`src/sv/length_prefixed_body_parser_assert.svh`:
```
// Assertion shorthands shared by the parser modules.
// Each macro expects signals named clk and rst_n in the module that uses it.
`ifndef LENGTH_PREFIXED_BODY_PARSER_ASSERT_SVH
`define LENGTH_PREFIXED_BODY_PARSER_ASSERT_SVH

// The consequent must hold in the same cycle as the antecedent.
`define LPBP_ASSERT_IMPLIES(label, ante, cons) \
    label: assert property (@(posedge clk) disable iff (!rst_n) (ante) |-> (cons)) \
        else $error("lpbp assertion failed");

// The consequent must hold in the cycle after the antecedent.
`define LPBP_ASSERT_NEXT(label, ante, cons) \
    label: assert property (@(posedge clk) disable iff (!rst_n) (ante) |=> (cons)) \
        else $error("lpbp assertion failed");

// The expression must never be true.
`define LPBP_ASSERT_NEVER(label, expr) \
    label: assert property (@(posedge clk) disable iff (!rst_n) !(expr)) \
        else $error("lpbp assertion failed");

`endif

```
`src/sv/lpbp_pkg.sv`:
```
package lpbp_pkg;

    // Words buffered between the intake and the parser.
    localparam int QDEPTH = 2;
    localparam int QPTR_W = (QDEPTH > 1) ? $clog2(QDEPTH) : 1;
    localparam int QCNT_W = $clog2(QDEPTH + 1);

    localparam logic [2:0] RES_IN_PROGRESS  = 3'd0;
    localparam logic [2:0] RES_ACCEPTED     = 3'd1;
    localparam logic [2:0] RES_TRUNC_INT    = 3'd2;
    localparam logic [2:0] RES_TRUNC_STRING = 3'd3;
    localparam logic [2:0] RES_TRAILING     = 3'd4;

    typedef struct packed {
        logic [7:0]  body_byte;
        logic        body_last;
        logic [63:0] message_id;
    } body_item_t;

    typedef struct packed {
        logic [1:0]         field_index;
        logic               data_valid;
        logic [7:0]         data_byte;
        logic               field_end;
        logic               length_valid;
        logic [31:0]        field_length;
        logic               status_valid;
        logic signed [31:0] status_word;
        logic [2:0]         body_result;
        logic [63:0]        message_id_out;
    } result_t;

    // Handshake from the intake queue toward the parser.
    typedef struct packed {
        logic       valid;
        body_item_t item;
    } queue_head_t;

endpackage

```
`src/sv/lpbp_front.sv`:
```
`include "length_prefixed_body_parser_assert.svh"

module lpbp_front (
    input  logic                clk,
    input  logic                rst_n,
    input  logic                body_valid,
    output logic                body_stall,
    input  lpbp_pkg::body_item_t item_in,
    output lpbp_pkg::queue_head_t head,
    input  logic                pop
);
    import lpbp_pkg::*;

    body_item_t         mem_reg [QDEPTH];
    logic [QPTR_W-1:0]  wr_ptr_reg, wr_ptr_next;
    logic [QPTR_W-1:0]  rd_ptr_reg, rd_ptr_next;
    logic [QCNT_W-1:0]  count_reg, count_next;
    logic               push;
    logic               take;

    assign body_stall = (count_reg == QCNT_W'(QDEPTH));
    assign push       = body_valid && !body_stall;
    assign take       = pop && head.valid;
    assign head.valid = (count_reg != '0);
    assign head.item  = mem_reg[rd_ptr_reg];

    always_comb
    begin
        wr_ptr_next = wr_ptr_reg;
        rd_ptr_next = rd_ptr_reg;
        count_next  = count_reg;
        if (push)
        begin
            wr_ptr_next = (wr_ptr_reg == QPTR_W'(QDEPTH - 1)) ? '0 : wr_ptr_reg + 1'b1;
        end
        if (take)
        begin
            rd_ptr_next = (rd_ptr_reg == QPTR_W'(QDEPTH - 1)) ? '0 : rd_ptr_reg + 1'b1;
        end
        unique case ({push, take})
            2'b10:   count_next = count_reg + 1'b1;
            2'b01:   count_next = count_reg - 1'b1;
            default: count_next = count_reg;
        endcase
    end

    always_ff @(posedge clk or negedge rst_n)
    begin
        if (!rst_n)
        begin
            wr_ptr_reg <= '0;
            rd_ptr_reg <= '0;
            count_reg  <= '0;
        end
        else
        begin
            wr_ptr_reg <= wr_ptr_next;
            rd_ptr_reg <= rd_ptr_next;
            count_reg  <= count_next;
        end
    end

    always_ff @(posedge clk)
    begin
        if (push)
        begin
            mem_reg[wr_ptr_reg] <= item_in;
        end
    end

    `LPBP_ASSERT_NEVER(a_count_range, count_reg > QCNT_W'(QDEPTH))
    `LPBP_ASSERT_IMPLIES(a_pop_nonempty, pop, count_reg != '0)
    `LPBP_ASSERT_NEXT(a_count_up, push && !take, count_reg == $past(count_reg) + 1'b1)

endmodule

```
`src/sv/lpbp_back.sv`:
```
`include "length_prefixed_body_parser_assert.svh"

module lpbp_back (
    input  logic                  clk,
    input  logic                  rst_n,
    input  logic                  mode,
    input  lpbp_pkg::queue_head_t head,
    output logic                  pop,
    output logic                  result_valid,
    input  logic                  result_stall,
    output lpbp_pkg::result_t     result
);
    import lpbp_pkg::*;

    typedef enum logic [1:0] {
        PH_FIRST,
        PH_LEN,
        PH_DATA,
        PH_DONE
    } phase_t;

    localparam logic [1:0] FIELDS_REQUEST  = 2'd3;
    localparam logic [1:0] FIELDS_RESPONSE = 2'd2;

    phase_t      phase_reg, phase_next;
    logic [1:0]  wbc_reg, wbc_next;
    logic [31:0] acc_reg, acc_next;
    logic [31:0] rem_reg, rem_next;
    logic [1:0]  field_reg, field_next;
    logic        out_valid_reg;
    result_t     out_reg;
    result_t     res;
    logic [31:0] acc_shift;
    logic [31:0] rem_dec;
    logic [1:0]  field_inc;
    logic [1:0]  nfields;
    logic        advance;
    logic        load;
    logic [2:0]  out_kinds;
    logic        last_load;
    logic        at_start;

    assign load         = head.valid && (!out_valid_reg || !result_stall);
    assign pop          = load;
    assign result_valid = out_valid_reg;
    assign result       = out_reg;

    assign acc_shift = {acc_reg[23:0], head.item.body_byte};
    assign rem_dec   = rem_reg - 32'd1;
    assign field_inc = field_reg + 2'd1;
    assign nfields   = mode ? FIELDS_RESPONSE : FIELDS_REQUEST;

    always_comb
    begin
        phase_next = phase_reg;
        wbc_next   = wbc_reg;
        acc_next   = acc_reg;
        rem_next   = rem_reg;
        field_next = field_reg;
        advance    = 1'b0;
        res        = '0;
        res.message_id_out = head.item.message_id;

        unique case (phase_reg)
            PH_FIRST, PH_LEN:
            begin
                if (wbc_reg == 2'd3)
                begin
                    wbc_next = 2'd0;
                    acc_next = '0;
                    if (phase_reg == PH_FIRST && mode)
                    begin
                        res.status_valid = 1'b1;
                        res.status_word  = acc_shift;
                        phase_next       = PH_LEN;
                    end
                    else
                    begin
                        res.length_valid = 1'b1;
                        res.field_length = acc_shift;
                        res.field_index  = field_reg;
                        if (acc_shift == '0)
                        begin
                            // An empty field ends on its own length word.
                            res.field_end = 1'b1;
                            advance       = 1'b1;
                        end
                        else
                        begin
                            rem_next   = acc_shift;
                            phase_next = PH_DATA;
                        end
                    end
                end
                else
                begin
                    wbc_next = wbc_reg + 2'd1;
                    acc_next = acc_shift;
                end
            end
            PH_DATA:
            begin
                res.data_valid  = 1'b1;
                res.data_byte   = head.item.body_byte;
                res.field_index = field_reg;
                rem_next        = rem_dec;
                if (rem_dec == '0)
                begin
                    res.field_end = 1'b1;
                    advance       = 1'b1;
                end
            end
            PH_DONE:
            begin
                // Trailing words yield result words with no field data until the last one.
            end
            default:
            begin
            end
        endcase

        if (advance)
        begin
            field_next = field_inc;
            phase_next = (field_inc >= nfields) ? PH_DONE : PH_LEN;
        end

        if (head.item.body_last)
        begin
            priority if (phase_reg == PH_DONE)
                res.body_result = RES_TRAILING;
            else if (phase_next == PH_DONE)
                res.body_result = RES_ACCEPTED;
            else if (phase_next == PH_DATA)
                res.body_result = RES_TRUNC_STRING;
            else
                res.body_result = RES_TRUNC_INT;
            phase_next = PH_FIRST;
            wbc_next   = '0;
            acc_next   = '0;
            rem_next   = '0;
            field_next = '0;
        end
    end

    always_ff @(posedge clk or negedge rst_n)
    begin
        if (!rst_n)
        begin
            phase_reg     <= PH_FIRST;
            wbc_reg       <= '0;
            acc_reg       <= '0;
            rem_reg       <= '0;
            field_reg     <= '0;
            out_valid_reg <= 1'b0;
            out_reg       <= '0;
        end
        else
        begin
            if (load)
            begin
                phase_reg     <= phase_next;
                wbc_reg       <= wbc_next;
                acc_reg       <= acc_next;
                rem_reg       <= rem_next;
                field_reg     <= field_next;
                out_reg       <= res;
                out_valid_reg <= 1'b1;
            end
            else if (!result_stall)
            begin
                out_valid_reg <= 1'b0;
            end
        end
    end

    assign out_kinds = {out_reg.data_valid, out_reg.length_valid, out_reg.status_valid};
    assign last_load = load && head.item.body_last;
    assign at_start  = (phase_reg == PH_FIRST) && (wbc_reg == 2'd0) && (field_reg == 2'd0);

    `LPBP_ASSERT_IMPLIES(a_one_kind, out_valid_reg, $onehot0(out_kinds))
    `LPBP_ASSERT_NEXT(a_clear_on_last, last_load, at_start)
    `LPBP_ASSERT_IMPLIES(a_status_mode, load && res.status_valid, mode)

endmodule

```
`src/sv/length_prefixed_body_parser.sv`:
```
// Channel   Valid          Stall          Payload
// body      body_valid     body_stall     body_byte, body_last, message_id
// result    result_valid   result_stall   field_index .. message_id_out
// config    cfg_we         (none)         cfg_wdata (format_mode)
//
// One body word is taken per cycle unless body_stall is high, and each yields
// exactly one result word. The word is written into the two-entry intake
// queue, then parsed into the output register, which a stalled result can
// delay. Reset (rst_n low, asynchronous) empties the queue, clears the parser
// and sets format_mode to request. A stalled result holds its register; the
// queue keeps taking body words until it holds two.
module length_prefixed_body_parser (
    input  logic               clk,
    input  logic               rst_n,
    input  logic               cfg_we,
    input  logic               cfg_wdata,
    input  logic               body_valid,
    output logic               body_stall,
    input  logic [7:0]         body_byte,
    input  logic               body_last,
    input  logic [63:0]        message_id,
    output logic               result_valid,
    input  logic               result_stall,
    output logic [1:0]         field_index,
    output logic               data_valid,
    output logic [7:0]         data_byte,
    output logic               field_end,
    output logic               length_valid,
    output logic [31:0]        field_length,
    output logic               status_valid,
    output logic signed [31:0] status_word,
    output logic [2:0]         body_result,
    output logic [63:0]        message_id_out
);
    import lpbp_pkg::*;

    logic        format_mode_reg;
    body_item_t  item_in;
    queue_head_t head;
    logic        pop;
    result_t     result;

    always_ff @(posedge clk or negedge rst_n)
    begin
        if (!rst_n)
        begin
            format_mode_reg <= 1'b0;
        end
        else if (cfg_we)
        begin
            format_mode_reg <= cfg_wdata;
        end
    end

    assign item_in.body_byte  = body_byte;
    assign item_in.body_last  = body_last;
    assign item_in.message_id = message_id;

    lpbp_front u_front (
        .clk        (clk),
        .rst_n      (rst_n),
        .body_valid (body_valid),
        .body_stall (body_stall),
        .item_in    (item_in),
        .head       (head),
        .pop        (pop)
    );

    lpbp_back u_back (
        .clk          (clk),
        .rst_n        (rst_n),
        .mode         (format_mode_reg),
        .head         (head),
        .pop          (pop),
        .result_valid (result_valid),
        .result_stall (result_stall),
        .result       (result)
    );

    assign field_index    = result.field_index;
    assign data_valid     = result.data_valid;
    assign data_byte      = result.data_byte;
    assign field_end      = result.field_end;
    assign length_valid   = result.length_valid;
    assign field_length   = result.field_length;
    assign status_valid   = result.status_valid;
    assign status_word    = result.status_word;
    assign body_result    = result.body_result;
    assign message_id_out = result.message_id_out;

endmodule

```
`config.mk`:
```
export PLATFORM = sky130hd
export DESIGN_NAME = length_prefixed_body_parser
export DESIGN_NICKNAME = d
export VERILOG_FILES = /design/src/sv/lpbp_pkg.sv /design/src/sv/lpbp_front.sv /design/src/sv/lpbp_back.sv /design/src/sv/length_prefixed_body_parser.sv
export VERILOG_INCLUDE_DIRS = /design/src /design/src/sv
export SDC_FILE = /design/constraint.sdc
export NUM_CORES = 1
export LEC_CHECK = 0
export BUFFER_PORTS_ARGS = -buffer_cell sky130_fd_sc_hd__buf_2
export CAP_MARGIN = 20
export CORE_MARGIN = 4
export CORE_UTILIZATION = 59
export CTS_BUF_LIST = sky130_fd_sc_hd__clkbuf_8
export DETAILED_ROUTE_END_ITERATION = 8
export GPL_ROUTABILITY_DRIVEN = 0
export HOLD_SLACK_MARGIN = 0.03
export PLACE_DENSITY = 0.88
export REMOVE_ABC_BUFFERS = 1
export SLEW_MARGIN = 20
export SYNTH_ARGS = -nofsm -noshare
export SYNTH_HDL_FRONTEND = slang
export SYNTH_SLANG_ARGS = --single-unit
export TNS_END_PERCENT = 50
```
`constraint.sdc`:
```
create_clock -name clk -period 6.1 [get_ports clk]
set_input_delay 1.22 -clock clk [delete_from_list [all_inputs] [get_ports clk]]
set_output_delay 1.22 -clock clk [all_outputs]
set_load 0.02 [all_outputs]
```
==> reports/results.ini, run 1 <==
[synth]
synth_seq_cells=359
syn_area_sq_um=14200
synth_warnings=0
synth_seq_area_share=0.684
synth_area_leaders=dfrtp_1 (38%), edfxtp_1 (31%), mux2i_1 (5.1%)
synth_area_per_cell_sq_um=12.7
syn-instance-count=1118
synth_most_common_cell=dfrtp_1
synth.distinct_cells=53
synth_edf_count=146
synthArstFlopShare=0.593
synth_top_area_frac=0.375
ys.flop_type=dfrtp_1
synth_area_leader_cell=dfrtp_1
synthTopCellsByCount=dfrtp_1 (213), edfxtp_1 (146), o21ai_0 (145)

[detailed_routing]
first_pass_iters=6
routedWlPerCell_um=23.5
dr.first_iter.drc_count=1372
viasPerCell=6.33
post-route-drc-count=0
wl_mm=40.2
num_vias=10820
ant_nets=0

[final_layout]
nets=1427
largest_register_ffs=146
drive_gt1_frac=0.244
postLayoutCoreUtil=0.711
area_delta_synth_final_pct=18.2
fillers=1446

[worst_setup_path]
critical_path_class=reg2reg
critPathMaxFanout=59
worst_path_largest_cell_delay_ns=1.13
critPathRequiredTime_ns=6.53
cpMostUsedCell=nor2_1
arrival_ns=4.34
cp_top_family=simple AND/OR/NAND/NOR gates
crit_buf_inv=1
crit_path_end_kind=register
crit_chain=mux2i_1 -> nand4_1 -> nor4_1 -> nor2_1 -> nor3_1 -> nor2_1 -> buf_4 -> nand2_1 -> o21ai_0
crit_slowest_cell=dfrtp_4
start_kind=register

[power]
power_density_nw_per_um2=525
leakage_nw=7.54
switching_share=0.403
clkPwrFrac=0.238
p_comb_frac=0.327
switchingPower_w=0.00355
seq_power_share=0.435
internal_power_w=0.00526
vdd_drop_max_v=0.000466

[flow_run]
drv_cap=0

[cts]
post-cts-setup-buffer-count=0
cts_max_path_buffers=3
cts_resized=0
numCtsBuffers=53
clkTransAtPathRegs_ns=0.07
clock_latency_ns=0.60
holdBufCountCts=0
cts_tree=built
htree_levels=2
clockRootBuffer=clkbuf_8
clock_sinks=359

[timing]
fin_crit_sh=0.642
skew_ns=0.0317
setup_viol_count_final=0
period_needed_ns=3.91
setup_tns_ns=0
relSlewSlack=0.289
tightest_slew_ns=1.07
finalMaxSlewViolations=0
fmax_mhz=255
finalHoldViolations=0
rsz0062_at_grt=false

[hold_path]
hold_class=reg2reg

[global_routing]
grt_pass1_vias=10866
antenna_found_initial=7
grt_pass1_wl_mm=62.1
gr-usage-all-layers=0.301
grt_max_degree=233
grt_remaining_overflow=0

[place]
io_buffer_count=225
hpwl_mm=23.6

[floorplan]
fp.dieArea_sq_um=26600
ios=226
num_rows=56
core_sq_um=23600
die_y_um=163
die_w_um=163
floorplan.initialDensity=0.602

[outcome]
outcome=finished, final reports clean

## metal layers
metal	routed length (um)	track usage	part of all wire	up-vias
met4	1500	0.119	0.037	8
met5	48	0	0.0012	-
li1	-	-	-	4615
met1	14200	0.370	0.35	5299
met3	4550	0.0939	0.11	142
met2	19900	0.502	0.50	756
## layout by cell type (no fill, tap or decap), types with 3 or more instances in the layout
| cell type | netlist | layout |
|---|---|---|
| a21oi_1 | 26 | 26 |
| a22o_1 | 76 | 76 |
| a22oi_1 | 5 | 5 |
| buf_2 | 1 | 224 |
| buf_4 | 0 | 13 |
| clkbuf_8 | 0 | 70 |
| clkinv_2 | 0 | 10 |
| dfrtp_1 | 213 | 212 |
| diode_2 | 0 | 3 |
| edfxtp_1 | 146 | 146 |
| ha_1 | 5 | 5 |
| inv_1 | 10 | 24 |
| mux2i_1 | 73 | 73 |
| nand2_1 | 139 | 139 |
| nand2b_1 | 4 | 3 |
| nand3_1 | 9 | 9 |
| nand4_1 | 12 | 12 |
| nor2_1 | 43 | 42 |
| nor2b_1 | 5 | 5 |
| nor3_1 | 32 | 31 |
| nor3b_1 | 5 | 5 |
| nor4_1 | 21 | 21 |
| o211ai_1 | 3 | 3 |
| o21ai_0 | 145 | 145 |
| o2bb2ai_1 | 16 | 16 |
| o31ai_1 | 8 | 8 |
| or3_1 | 9 | 9 |
| or4_1 | 4 | 4 |
| xnor2_1 | 6 | 6 |
## power by group through the flow
stage	registers (W)	logic, W	clock network (W)
5_1_grt	0.00388	0.00311	0.00222
3_5_place_dp	0.00380	0.00276	0
6_report	0.00383	0.00288	0.00210
3_3_place_gp	0.00376	0.00265	0
2_1_floorplan	0.00399	0.00161	0
4_1_cts	0.00380	0.00284	0.00209
## cell type report
cell class                 instances  area (sq um)  area share
sequential                       359          9720       0.579
multi-input combinational        680          4210       0.251
timing repair buffer             239          1250      0.0747
clock buffer                      70           963      0.0574
tap                              319           399      0.0238
clock inverter                    29           196      0.0117
inverter                          10          37.5     0.00224
antenna                            3          7.51    0.000447
## metrics by stage
step | setup slack [ns] | total power, W | std cells | hold WS, ns | instance area [sq um]
CTS | 2.30 | 0.00874 | 1706 | 0.480 | 16800
global route | 1.93 | 0.00921 | 1709 | 0.511 | 16800
finish | 2.19 | 0.00881 | 1709 | 0.473 | 16800
global placement | 2.44 | 0.00641 | 1607 | 0.458 | 15600
floorplan | -4.73 | 0.00560 | 1049 | 0.461 | 13900
detailed placement | 2.34 | 0.00656 | 1607 | 0.465 | 15600
## cell families (layout without fill, tap and decap cells)
group / after synthesis / count (layout) / share of synthesized area
buffers and inverters: 79 / 348 / 0.0220
flip-flops: 359 / 359 / 0.684
adder cells (fa/ha/maj): 5 / 5 / 0.00440
multiplexers: 75 / 75 / 0.0530
AO/OA/AOI/OAI: 297 / 297 / 0.135
XOR/XNOR: 8 / 8 / 0.00493
AND/OR/NAND/NOR: 295 / 295 / 0.0967
other: 0 / 3 / 0
## worst reg2reg max path, delay by kind of cell (launching register included)
kind	cells	cell delay, ns
flops	1	1.13
simple gates	6	1.55
buf+inv	1	0.23
mux	1	0.64
compound gates	1	0.20
## path summary, 6_finish.rpt
| kind | cells after the start | slack [ns] | to | startpoint |
|---|---|---|---|---|
| worst max-delay path | 9 | 2.19 | u_back.rem_reg[9]$_DFFE_PN0P_ | u_front.rd_ptr_reg$_DFFE_PN0P_ |
| worst min-delay path | 2 | 0.47 | u_back.result[64]$_DFFE_PN0P_ | u_back.result[64]$_DFFE_PN0P_ |
| worst max register to register | 9 | 2.19 | u_back.rem_reg[9]$_DFFE_PN0P_ | u_front.rd_ptr_reg$_DFFE_PN0P_ |
| worst min register to register | 2 | 0.47 | u_back.result[64]$_DFFE_PN0P_ | u_back.result[64]$_DFFE_PN0P_ |
| max in group asynchronous | 2 | 4.11 | u_back.result[25]$_DFFE_PN0P_ | rst_n |
| min in group asynchronous | 1 | 0.75 | u_back.rem_reg[13]$_DFFE_PN0P_ | rst_n |
No activity file was read; power rests on OpenSTA's default activity.
==> run 2, diff against run 1 <==
--- a/config.mk
+++ b/config.mk
@@ -9,12 +9,12 @@
 export BUFFER_PORTS_ARGS = -buffer_cell sky130_fd_sc_hd__buf_2
 export CAP_MARGIN = 20
 export CORE_MARGIN = 4
-export CORE_UTILIZATION = 59
+export CORE_UTILIZATION = 53
 export CTS_BUF_LIST = sky130_fd_sc_hd__clkbuf_8
 export DETAILED_ROUTE_END_ITERATION = 8
 export GPL_ROUTABILITY_DRIVEN = 0
 export HOLD_SLACK_MARGIN = 0.03
-export PLACE_DENSITY = 0.88
+export PLACE_DENSITY = 0.83
 export REMOVE_ABC_BUFFERS = 1
 export SLEW_MARGIN = 20
 export SYNTH_ARGS = -nofsm -noshare
==> constraint.sdc (replaced) <==
create_clock -name clk -period 3.19 [get_ports clk]
set_input_delay 0.638 -clock clk [delete_from_list [all_inputs] [get_ports clk]]
set_output_delay 0.638 -clock clk [all_outputs]
set_load 0.02 [all_outputs]
==> run 2 against run 1 <==
Net effect: clock-buffer cell count fell by 4; design area rose by 1.9%; sequential share of layout area fell by 1.1 points; critical endpoint is now u_back.field_reg[1]$_DFFE_PN0P_; non-clock buffer count rose by 36; largest power group unchanged; final cell count rose by 3.3%; global-route usage fell by 5.8 points; fmax rose by 28%; sequential power rose by 86%.
==> reports/results.ini, run 2 (synthesis gave the netlist of run 1 again) <==
[worst_setup_path]
crit_path_end_kind=register  ; unchanged
start_kind=register  ; unchanged
r2r_cells=8  ; was 9
timing.rr.end=u_back.field_reg[1]$_DFFE_PN0P_  ; was u_back.rem_reg[9]$_DFFE_PN0P_
critPathMaxFanout=6  ; was 59
arrival_ns=3.59  ; was 4.34 ns
r2r_slack_ns=0.13  ; was 2.19 ns
critPathRequiredTime_ns=3.72  ; was 6.53 ns
rr_startpoint=u_back.rem_reg[0]$_DFFE_PN0P_  ; was u_front.rd_ptr_reg$_DFFE_PN0P_
critical_path_class=reg2reg  ; unchanged

[final_layout]
finalInstanceArea_sq_um=17100  ; was 16,800 sq um
nets=1466  ; was 1,427
drive_gt1_frac=0.265  ; was 0.244
largest_register_ffs=146  ; unchanged
postLayoutCoreUtil=0.653  ; was 0.711
fin_cells=1766  ; was 1,709
multi_input_area_sq_um=4260  ; was 4210 sq um
regArea_sq_um=9720  ; about the same
final_common_cell=buf_2  ; unchanged
fillers=1860  ; was 1,446
area_delta_synth_final_pct=20.4  ; was 18.2%
mostFrequentLayoutCells=buf_2 (224), dfrtp_1 (210), edfxtp_1 (146)  ; was buf_2 (224), dfrtp_1 (212), edfxtp_1 (146)

[timing]
relSlewSlack=0.373  ; was 0.289
rsz0062_at_grt=false  ; unchanged
fmax_mhz=326  ; was 255 MHz
setup_viol_count_final=0  ; unchanged
tightest_slew_ns=0.940  ; was 1.07 ns
fin_crit_sh=0.960  ; was 0.642
period_needed_ns=3.06  ; was 3.91 ns
skew_ns=0.0244  ; was 0.0317 ns
finalMaxSlewViolations=0  ; unchanged
finalHoldViolations=0  ; unchanged

[detailed_routing]
first_pass_iters=6  ; unchanged
viasPerCell=5.88  ; was 6.33
post-route-drc-count=0  ; unchanged
num_vias=10382  ; was 10,820
wl_mm=35.9  ; was 40.2 mm
routedWlPerCell_um=20.3  ; was 23.5 um
ant_nets=0  ; unchanged
dr.first_iter.drc_count=908  ; was 1,372

[power]
switchingPower_w=0.00653  ; was 0.00355 W
vdd_drop_max_v=0.000688  ; was 0.000466 V
clkPwrFrac=0.225  ; was 0.238
internal_power_w=0.0102  ; was 0.00526 W
seq_power_share=0.426  ; was 0.435
leakage_nw=7.73  ; was 7.54 nW
p_comb_frac=0.349  ; was 0.327
power_density_nw_per_um2=977  ; was 525 nW/um^2
switching_share=0.390  ; was 0.403
power.total_w=0.0167  ; was 0.00881 W

[floorplan]
num_rows=59  ; was 56
die_w_um=172  ; was 163 um
floorplan.initialDensity=0.542  ; was 0.602
core_sq_um=26200  ; was 23,600 sq um
fp.dieArea_sq_um=29500  ; was 26,600 sq um
die_y_um=172  ; was 163 um
ios=226  ; unchanged

[cts]
clockRootBuffer=clkbuf_8  ; unchanged
cts_tree=built  ; unchanged
clkTransAtPathRegs_ns=0.06  ; was 0.07 ns
clock_latency_ns=0.59  ; was 0.60 ns
numCtsBuffers=56  ; was 53
htree_levels=2  ; unchanged
cts_max_path_buffers=3  ; unchanged
clock_sinks=359  ; unchanged
holdBufCountCts=0  ; unchanged

[place]
dpl_cell_area_sq_um=15900  ; was 15,600 sq um
io_buffer_count=225  ; unchanged
hpwl_mm=23.6  ; about the same
dp.cells=1657  ; was 1,607

[global_routing]
gr-usage-all-layers=0.243  ; was 0.301
use_met2=0.395  ; was 0.502
antenna_found_initial=2  ; was 7
gr-usage-met1=0.312  ; was 0.370
use_met3=0.0866  ; was 0.0939
grt_pass1_vias=10305  ; was 10,866
gr-max-usage-layer=met2  ; unchanged
grt_remaining_overflow=0  ; unchanged
grt_pass1_wl_mm=56.5  ; was 62.1 mm
grt_max_degree=106  ; was 233

[outcome]
outcome=finished, final reports clean  ; unchanged

[hold_path]
hold_class=in2async  ; was reg2reg

[flow_run]
drv_cap=0  ; unchanged

[run 2: cell count changes in the layout (fill, tap and decap cells not counted), moves of 2 or more]
cell      before  now
nor3b_2        0    2
dfrtp_2        0    2
nor3b_1        5    3
buf_12         1    3
buf_4         13   47
dfrtp_1      212  210
clkbuf_8      70   66
clkinv_1       0    2
inv_1         24   31
[run 2: final cells by class]
| cell class | count | share of cell area |
|---|---|---|
| clock inverter | 38 | 0.0123 |
| sequential | 359 | 0.568 |
| tap | 335 | 0.0245 |
| multi-input combinational | 680 | 0.249 |
| clock buffer | 66 | 0.0531 |
| inverter | 10 | 0.00219 |
| timing repair buffer | 275 | 0.0905 |
| antenna | 3 | 0.000439 |
[run 2: per-layer routing]
metal / part of all wire / wire [um]
met1: 0.39 / 13900
met2: 0.49 / 17500
met3: 0.10 / 3760
met4: 0.021 / 738
met5: 0.00036 / 13
[run 2: how the worst max path moves through the flow]
stage	slack (ns)	start	cells after the start	endpoint
after floorplan	-7.64	u_front.count_reg[0]$_DFFE_PN0P_	4	u_back.rem_reg[12]$_DFFE_PN0P_
after global placement	0.09	u_back.rem_reg[0]$_DFFE_PN0P_	8	u_back.field_reg[1]$_DFFE_PN0P_
after detailed placement	-0.05	u_back.rem_reg[0]$_DFFE_PN0P_	8	u_back.field_reg[1]$_DFFE_PN0P_
after CTS	0.07	u_back.rem_reg[0]$_DFFE_PN0P_	8	u_back.field_reg[1]$_DFFE_PN0P_
after global routing	0.02	u_back.rem_reg[10]$_DFFE_PN0P_	8	u_back.field_reg[1]$_DFFE_PN0P_
final	0.13	u_back.rem_reg[0]$_DFFE_PN0P_	8	u_back.field_reg[1]$_DFFE_PN0P_
[run 2: timing repair]
item | CTS | global route
pin swaps | 2 | 5
endpoints found under the setup margin | 1 | 2
gates resized for setup | 1 | 11
buffers inserted | 0 | 2
[run 2: worst max-delay path: stages, from the launching register on]
cell and delay [ns]:
dfrtp_2 0.43, or4_4 0.55, o31a_1 0.33, nor4_4 0.25, o2111ai_2 0.17, or4_4 0.46, o21a_4 0.23, or4_1 0.48
nand3_1 0.10
[run 2: power by group through the flow]
stage	Clock, W	Combinational, W	Sequential (W)
finish	0.00376	0.00583	0.00713
global route	0.00405	0.00639	0.00725
CTS	0.00382	0.00574	0.00710
detailed placement	0	0.00570	0.00714
global placement	0	0.00552	0.00708
floorplan	0	0.00272	0.00755
[run 2: metrics by stage]
stage	setup TNS [ns]	worst slack (ns)	hold WS, ns
2_1_floorplan	-1382.31	-7.64	0.342
3_3_place_gp	0	0.0918	0.456
3_5_place_dp	-0.0492	-0.0492	0.458
4_1_cts	0	0.0706	0.0461
5_1_grt	0	0.0206	0.0626
6_report	0	0.127	0.0423
